[src/bbrs_pkg.sv]
// ----------------------------------------------------------------------------
// bbrs_pkg
// Shared types and constants of the bitmap block request server.
// ----------------------------------------------------------------------------
package bbrs_pkg;

    localparam int CFG_IDX_W  = 2;
    localparam int CFG_DATA_W = 9;

    localparam logic [CFG_IDX_W-1:0] REG_SRC    = 2'd0;
    localparam logic [CFG_IDX_W-1:0] REG_WIDTH  = 2'd1;
    localparam logic [CFG_IDX_W-1:0] REG_HEIGHT = 2'd2;

    // input tdata layout
    localparam int IN_DATA_W = 56;
    localparam int PIX_LSB   = 0;
    localparam int VAL_LSB   = 16;
    localparam int SRC_LSB   = 24;
    localparam int LEN_LSB   = 32;
    localparam int REQ_LSB   = 40;

    localparam logic OP_LOAD = 1'b0;
    localparam logic OP_REQ  = 1'b1;

    localparam logic KIND_SETUP = 1'b0;
    localparam logic KIND_DATA  = 1'b1;

    localparam logic [7:0] WHITE_VALUE = 8'hff;
    localparam logic [7:0] REQ_LEN     = 8'd2;

    localparam int SETUP_BYTES = 9;
    localparam int PIX_W       = 18;

    typedef struct packed {
        logic load_pix;
        logic set_fin;
        logic take_req;
        logic base;
        logic issue;
    } t_cmd;

    typedef struct packed {
        logic calc_busy;
        logic is_load;
        logic req_serve;
        logic req_over;
        logic can_issue;
        logic last_issue;
    } t_sts;

endpackage

[src/bbrs_ctrl.sv]
// ----------------------------------------------------------------------------
// bbrs_ctrl
// Sequencer: takes items, starts packets and paces byte issue.
// ----------------------------------------------------------------------------
module bbrs_ctrl import bbrs_pkg::*; (
    input  logic i_clk,
    input  logic i_rst_n,
    input  logic i_tvalid,
    output logic o_tready,
    input  t_sts i_sts,
    output t_cmd o_cmd
);

    typedef enum logic [2:0] {
        S_IDLE = 3'b001,
        S_BASE = 3'b010,
        S_SEND = 3'b100
    } t_state;

    t_state r_state;
    t_state n_state;
    logic   accept;

    assign o_tready = (r_state == S_IDLE) && !i_sts.calc_busy;
    assign accept   = o_tready && i_tvalid;

    always_comb begin
        n_state = r_state;
        o_cmd   = '0;
        unique case (r_state)
            S_IDLE: begin
                if (accept) begin
                    o_cmd.load_pix = i_sts.is_load;
                    o_cmd.set_fin  = i_sts.req_over;
                    o_cmd.take_req = i_sts.req_serve;
                    if (i_sts.req_serve) begin
                        n_state = S_BASE;
                    end
                end
            end
            S_BASE: begin
                o_cmd.base = 1'b1;
                n_state    = S_SEND;
            end
            S_SEND: begin
                if (i_sts.can_issue) begin
                    o_cmd.issue = 1'b1;
                    if (i_sts.last_issue) begin
                        n_state = S_IDLE;
                    end
                end
            end
            default: begin
                n_state = S_IDLE;
            end
        endcase
    end

    always_ff @(posedge i_clk) begin
        if (!i_rst_n) begin
            r_state <= S_IDLE;
        end else begin
            r_state <= n_state;
        end
    end

endmodule

[config.mk]
export PLATFORM = sky130hd
export DESIGN_NAME = bbrs_ctrl
export DESIGN_NICKNAME = d
export VERILOG_FILES = /design/src/bbrs_pkg.sv /design/src/bbrs_ctrl.sv
export SDC_FILE = /design/constraint.sdc
export NUM_CORES = 1
export LEC_CHECK = 0
export BUFFER_PORTS_ARGS = -buffer_cell sky130_fd_sc_hd__buf_2
export CAP_MARGIN = 15
export CORE_AREA = 5 5 42 44
export DETAILED_ROUTE_END_ITERATION = 8
export DIE_AREA = 0 0 47 49
export SYNTH_ARGS = -nofsm -noshare
export SYNTH_HDL_FRONTEND = slang
export SYNTH_SLANG_ARGS = --single-unit
[constraint.sdc]
create_clock -name i_clk -period 1.2 [get_ports i_clk]
set_input_delay 0 -clock i_clk [delete_from_list [all_inputs] [get_ports i_clk]]
set_output_delay 0 -clock i_clk [all_outputs]
set_load 0.005 [all_outputs]
==> results.yml, run 1 <==
power:
  comb_power_share_pct: 15.3
  power_density_mw_per_mm2: 1010
  leakage_nw: 0.163
  internal_power_uw: 260
  power_uw: 329
  peakVddDrop_mv: 0.251
  p_clk_share_pct: 53.4
  p_sw_uw: 69.7
  p_seq_share_pct: 31.2
  swShare_pct: 21.2
setup_path:
  rr_worst_depth: 4
  critPathCaptureType: "output port"
  cp_max_fo: 4
  r2r-end: "r_state[1]"
  crit_required_ns: 1.20
  reg2reg_slack_ns: 0.05
  crit-reg2reg-launch: "r_state[1]"
  crit_path_start_kind: "flop"
  worstSetupPathType: "flop to output port"
  worstPathArrival_ns: 1.20
floorplanning:
  num_rows: 14
  core_area_sq_mm: 0.00140
  die_height_microns: 49
  die_area_sq_mm: 0.00230
  dieWidth_microns: 47
  start_util_pct: 11.8
  io_pins: 15
sta:
  timing.slew.headroom_pct: 82.6
  hold_violations: 0
  fin_crit_ns: 1.20
  timing.fmax_ghz: 0.830
  worst_slew_pin_slew_ns: 0.260
  rsz0062_at_grt: "yes"
  final.setup.worst_slack_ns: -0.00442
  fin_skew_ns: 0.00154
  finalSetupViolCount: 1
  holdWs_ns: 0.181
  fin_crit_sh_pct: 100
  finalMaxSlewViolations: 0
synth:
  ys_ff_latch: 3
  syn_area_sq_um: 165
  synth_nets: 24
  synth.distinct_cells: 12
  ys_warn_count: 0
  avgSynthCellArea_sq_um: 11.0
  synth-seq-area-share_pct: 36.4
  synth_cells: 15
grt:
  grt_overflow: 0
  antenna_found_initial: 0
  grt_usage_pct: 4.80
  grt_pass1_vias: 185
  grt_max_degree: 5
  grt_pass1_wl_microns: 669
route:
  vias: 200
  dr.pass1.iters: 1
  drc: 0
  totalWireLength_microns: 453
  drt_iter0_drc: 0
  viasPerCell: 3.77
  wl_per_cell_microns: 8.55
  postRouteAntennaNets: 0
cells_and_area:
  top_register: "r_state"
  largest_reg_flops: 3
  final_layout_size_suffix_gt1_share_pct: 64.9
  area_delta_synth_final_pct: 97.0
  antennaDiodeCount: 0
  reg_top3: "r_state: 3 flops"
  final_nets: 47
clocking:
  tritoncts: "done"
  insertion_delay_ns: 0.23
  htreeDepth: 1
  cts_sinks: 3
  cts_root_buf: "clkbuf_4"
  cts_buffers: 3
  clkTransAtPathRegs_ns: 0.04
  max-clock-path-buffers: 2
hold_path:
  holdPathEnd: "r_state[2]"
  hp-class: "primary input to flop"
  hold_start: "i_sts[0]"
  min_path_cells: 4
place:
  port_buffers: 14
  place.gp.congestion: 0.654
  preCtsSetupSlack_ns: 0.105
flow_run:
  max_cap_violations: 0
outcome:
  violations: "negative setup slack"
  status: "complete, but fails checks"
==> synth_stat cells <==
cell type	count	area (sq um)
and2_1	1	6.26
nor4bb_1	1	10.0
nor3b_1	1	7.51
and3_1	2	12.5
a2bb2oi_1	1	8.76
and3_4	1	11.3
dfxtp_1	3	60.1
mux2i_1	1	10.0
nor2_1	1	3.75
nor4b_4	1	23.8
nand2b_1	1	6.26
a21oi_1	1	5.00
==> critical path, cell delays in order (launching register included) <==
cell	delay [ns]
dfxtp_4	0.34
nor4b_4	0.30
and3_4	0.24
buf_6	0.09
==> power groups by stage <==
stage / clock network, mW / registers, mW / logic (mW)
after floorplan: 0 / 0.106 / 0.0163
after global placement: 0 / 0.106 / 0.0388
after detailed placement: 0 / 0.106 / 0.0388
after CTS: 0.187 / 0.103 / 0.0481
after global routing: 0.192 / 0.103 / 0.0556
final: 0.176 / 0.103 / 0.0504
==> worst max path at each step <==
stage,startpoint,to,depth (start not counted),slack [ns]
after floorplan,r_state[2],r_state[1],3,0.13
after global placement,r_state[2],r_state[1],3,0.12
after detailed placement,r_state[2],r_state[0],3,0.10
after CTS,r_state[1],o_cmd[2],3,-0.04
after global routing,r_state[1],o_cmd[2],3,-0.06
final,r_state[1],o_cmd[2],3,-0.004
==> per-layer routing <==
| metal | up-vias | track usage (%) | wire (microns) |
|---|---|---|---|
| met3 | 0 | 5.54 | 80 |
| met2 | 10 | 6.56 | 218 |
| met4 | 0 | 4.15 | 0 |
| met5 | - | 0 | 0 |
| li1 | 101 | - | - |
| met1 | 89 | 3.31 | 153 |
==> per-stage QoR <==
step                      instances  instance area (sq um)  util [%]   TNS, ns
after floorplan                  15                    165         -         0
after global placement           45                    255      18.2         0
after detailed placement         45                    255      18.2         0
after CTS                        52                    317      22.6   -0.0498
after global routing             53                    325      23.2    -0.177
final                            53                    325      23.2  -0.00442
==> logic make-up after synthesis <==
group,count (synthesis),share of synthesized area [%]
DFF,3,36.4
AOI/OAI and AO/OA,2,8.33
and+or+nand+nor,9,49.2
muxes,1,6.06
==> final cells by class <==
cell class | instances | area [sq um]
multi-input cells | 12 | 105
clock buffers | 4 | 26.3
flip-flops and latches | 3 | 65.1
well taps | 16 | 20.0
repair buffers | 18 | 109
fillers | 161 | 1080
==> cells in the final DEF, fill, tap and decap left out <==
cell / instances
nor4bb_1: 1
and2_1: 1
a2bb2oi_1: 1
dfxtp_2: 1
a21oi_1: 1
nor4b_4: 1
mux2i_1: 1
nor2_1: 1
buf_6: 1
clkbuf_4: 3
buf_4: 3
nor3b_1: 1
dfxtp_4: 1
and3_4: 1
and3_1: 2
buf_2: 13
dfxtp_1: 1
nand2b_1: 1
dlygate4sd3_1: 1
clkbuf_1: 1
==> timing repair <==
item	CTS	global route
pin swaps	3	2
buffers inserted	2	1
hold endpoints to repair	2	0
endpoints found under the setup margin	3	5
gates resized for setup	3	1
hold buffers	1	0
No activity file was read; power rests on OpenSTA's default activity.
==> inputs of run 2 (changes only) <==
CTS_BUF_LIST = sky130_fd_sc_hd__clkbuf_8   (was unset)
==> results.yml, run 2 (same netlist as run 1, synthesis figures left out) <==
place:
  port_buffers: 14
  placed_area_sq_um: 255
  place.gp.congestion: 0.654
power:
  comb_power_share_pct: 11.7
  p_seq_share_pct: 23.8
  swShare_pct: 18.6
  power_density_mw_per_mm2: 1260
  power_uw: 433
  p_sw_uw: 80.6
  leakage_nw: 0.175
  internal_power_uw: 353
  peakVddDrop_mv: 0.403
  p_clk_share_pct: 64.5
clocking:
  cts_sinks: 3
  cts_buffers: 3
  tritoncts: "done"
  max-clock-path-buffers: 2
  htreeDepth: 1
  insertion_delay_ns: 0.21
  cts_root_buf: "clkbuf_8"
  clkTransAtPathRegs_ns: 0.03
grt:
  antenna_found_initial: 0
  grt_usage_pct: 5.08
  grt_pass1_wl_microns: 690
  grt_max_degree: 5
  grt_pass1_vias: 190
  grt_overflow: 0
floorplanning:
  core_area_sq_mm: 0.00140
  die_area_sq_mm: 0.00230
  num_rows: 14
  die_height_microns: 49
  dieWidth_microns: 47
  io_pins: 15
  start_util_pct: 11.8
cells_and_area:
  fin_area_sq_um: 344
  final_layout_size_suffix_gt1_share_pct: 64.9
  final_nets: 47
  largest_reg_flops: 3
  final_cell_mix: "13 x buf_2, 3 x clkbuf_8, 3 x buf_4"
  fin_util_pct: 24.6
  top_register: "r_state"
  area_delta_synth_final_pct: 108
  layout_commonest_cell: "buf_2"
  antennaDiodeCount: 0
  reg_top3: "r_state: 3 flops"
setup_path:
  worstSetupPathType: "flop to output port"
  critPathCaptureType: "output port"
  slowest_stage: "dfxtp_4"
  slowest_delay_ns: 0.34
  cp_max_fo: 4
  crit_path_start_kind: "flop"
  crit_path_cell_trace: "nor4b_4, and3_4, buf_6"
  crit_required_ns: 1.20
  worstPathArrival_ns: 1.18
route:
  drt_iter0_drc: 0
  postRouteAntennaNets: 0
  totalWireLength_microns: 465
  vias: 195
  drc: 0
  viasPerCell: 3.68
  dr.pass1.iters: 1
  wl_per_cell_microns: 8.77
sta:
  rsz0062_at_grt: "yes"
  fin_crit_ns: 1.18
  worst_slew_pin_slew_ns: 0.259
  timing.slew.headroom_pct: 82.7
  finalMaxSlewViolations: 0
  timing.fmax_ghz: 0.845
  hold_violations: 0
  fin_crit_sh_pct: 98.6
  finalSetupViolCount: 0
  fin_skew_ns: 0.000160
flow_run:
  max_cap_violations: 0
hold_path:
  hp-class: "primary input to flop"
outcome:
  status: "finished clean"
run 2: cell count changes in the layout (fill, tap and decap cells not counted):
| cell | previous run | this run |
|---|---|---|
| clkbuf_4 | 3 | 0 |
| clkbuf_8 | 0 | 3 |
| clkbuf_1 | 1 | 0 |
| inv_1 | 0 | 1 |
run 2: through the flow:
stage | setup slack (ns) | hold WS [ns] | setup TNS, ns | cells
3_3_place_gp | 0.122 | 0.219 | 0 | 45
6_report | 0.0163 | 0.202 | 0 | 53
3_5_place_dp | 0.105 | 0.225 | 0 | 45
2_1_floorplan | 0.134 | 0.0283 | 0 | 15
5_1_grt | -0.0356 | 0.240 | -0.0828 | 53
4_1_cts | -0.0185 | 0.204 | -0.0185 | 52
run 2: worst paths after layout:
kind | startpoint | slack (ns) | to | depth (start not counted)
min | i_sts[0] | 0.20 | r_state[2] | 4
max | r_state[1] | 0.02 | o_cmd[2] | 3
min reg2reg | r_state[0] | 0.56 | r_state[2] | 2
max reg2reg | r_state[1] | 0.05 | r_state[1] | 4
run 2: layout make-up:
| cell class | instances | area, sq um |
|---|---|---|
| repair buffers | 18 | 109 |
| multi-input cells | 12 | 105 |
| well taps | 16 | 20.0 |
| clock buffers | 3 | 41.3 |
| fillers | 161 | 1060 |
| flip-flops and latches | 3 | 65.1 |
| clock inverters | 1 | 3.75 |
run 2: critical path, delay by kind of cell (launching register included):
family	cells	cell delay [ns]
buffers and inverters	1	0.09
and+or+nand+nor	2	0.54
DFF	1	0.34
run 2: routing by layer:
layer | track usage [%] | routed length [microns] | share of wire, %
met1 | 3.31 | 164 | 35
met2 | 6.79 | 225 | 48
met3 | 5.54 | 75 | 16
met4 | 5.53 | 0 | 0
met5 | 0 | 0 | 0
run 2: what timing repair did:
item	CTS	global route
pin swaps	2	3
hold buffers	1	0
buffers inserted	2	1
endpoints found under the hold margin	1	0
endpoints found under the setup margin	3	5
gates resized for setup	3	1
run 2: power by group through the flow:
stage	Combinational, mW	Clock, mW	Sequential (mW)
floorplan	0.0163	0	0.106
global placement	0.0388	0	0.106
detailed placement	0.0388	0	0.106
CTS	0.0481	0.293	0.103
global route	0.0556	0.298	0.103
finish	0.0505	0.280	0.103
==> inputs of run 3 (changes only) <==
SETUP_SLACK_MARGIN = 0.02   (was unset)
==> results.yml, run 3 (same netlist as run 1, synthesis figures left out) <==
place:
  place_inst: 45
  place.gp.congestion: 0.654
  placed_area_sq_um: 255
  port_buffers: 14
floorplanning:
  start_util_pct: 11.8
  core_area_sq_mm: 0.00140
  die_height_microns: 49
  io_pins: 15
  die_area_sq_mm: 0.00230
  dieWidth_microns: 47
  num_rows: 14
cells_and_area:
  layout_commonest_cell: "buf_2"
  fill_cells: 161
  top_register: "r_state"
  final_cell_mix: "13 x buf_2, 3 x clkbuf_8, 3 x buf_4"
  fin_area_sq_um: 344
  multiInputGateArea_sq_um: 105
  reg_top3: "r_state: 3 flops"
  regArea_sq_um: 65.1
  largest_reg_flops: 3
  antennaDiodeCount: 0
  area_delta_synth_final_pct: 108
  fin_cells: 53
  final_layout_size_suffix_gt1_share_pct: 64.9
  final_nets: 47
route:
  postRouteAntennaNets: 0
  drc: 0
  drt_iter0_drc: 0
  dr.pass1.iters: 1
  totalWireLength_microns: 465
  wl_per_cell_microns: 8.77
  vias: 195
  viasPerCell: 3.68
clocking:
  htreeDepth: 1
  cts_buffers: 3
  cts_sinks: 3
  tritoncts: "done"
  insertion_delay_ns: 0.21
  max-clock-path-buffers: 2
  clkTransAtPathRegs_ns: 0.03
  cts_root_buf: "clkbuf_8"
setup_path:
  crit_required_ns: 1.20
  crit_path_start_kind: "flop"
  cp_max_fo: 4
  critPathCaptureType: "output port"
  slowest_delay_ns: 0.34
  worstSetupPathType: "flop to output port"
  slowest_stage: "dfxtp_4"
  crit_path_cell_trace: "nor4b_4, and3_4, buf_6"
  worstPathArrival_ns: 1.18
sta:
  timing.slew.headroom_pct: 82.7
  fin_skew_ns: 0.000160
  fin_crit_sh_pct: 98.6
  rsz0062_at_grt: "yes"
  finalSetupViolCount: 0
  hold_violations: 0
  finalMaxSlewViolations: 0
  fin_crit_ns: 1.18
  worst_slew_pin_slew_ns: 0.259
  holdWs_ns: 0.202
  timing.fmax_ghz: 0.845
  setup_tns_ns: 0
grt:
  grt_pass1_wl_microns: 690
  grt_overflow: 0
  antenna_found_initial: 0
  grt_pass1_vias: 190
  grt_usage_pct: 5.08
  grt_max_degree: 5
flow_run:
  max_cap_violations: 0
hold_path:
  hp-class: "primary input to flop"
outcome:
  status: "finished clean"
power:
  peakVddDrop_mv: 0.403
  power_density_mw_per_mm2: 1260
  power_uw: 433
  leakage_nw: 0.175
run 3: layout make-up:
type	instances	area share [%]
Multi-Input combinational cell	12	30.5
Sequential cell	3	18.9
Tap cell	16	5.82
Timing Repair Buffer	18	31.6
Clock inverter	1	1.09
Clock buffer	3	12.0
run 3: per-layer routing:
layer / track usage [%] / vias to the layer above / wire length, microns
met5: 0 / - / 0
met1: 3.31 / 86 / 164
met4: 5.53 / 0 / 0
met2: 6.79 / 8 / 225
met3: 5.54 / 0 / 75
li1: - / 101 / -
run 3: per-stage QoR:
stage | utilization, % | setup WS, ns
after global placement | 18.2 | 0.122
after CTS | 23.9 | -0.0154
after floorplan | - | 0.134
final | 24.6 | 0.0163
after global routing | 24.6 | -0.0356
after detailed placement | 18.2 | 0.105
run 3: final timing paths:
check	slack, ns	endpoint	from	depth (start not counted)
worst max-delay path	0.02	o_cmd[2]	r_state[1]	3
worst min-delay path	0.20	r_state[2]	i_sts[0]	4
worst max register to register	0.05	r_state[1]	r_state[1]	4
worst min register to register	0.56	r_state[2]	r_state[0]	2
run 3: where the power goes:
part           total (mW)  leakage, nW  internal, mW  switching, mW
logic              0.0505        0.123        0.0341         0.0164
registers           0.103       0.0247         0.101        0.00201
clock network       0.280       0.0269         0.217         0.0622
total               0.433        0.175         0.353         0.0806
run 3: timing repair:
item | 4_1_cts | 5_1_grt
cloned | 0 | 0
pin swaps | 3 | 2
gates resized for setup | 3 | 1
setup endpoints to repair | 3 | 5
hold buffers | 1 | 0
hold endpoints to repair | 1 | 0
buffers inserted | 2 | 1
run 3: critical path: cells and delay by family (launching register included):
family        cells  cell delay, ns
flops             1            0.34
buf+inv           1            0.09
simple gates      2            0.54
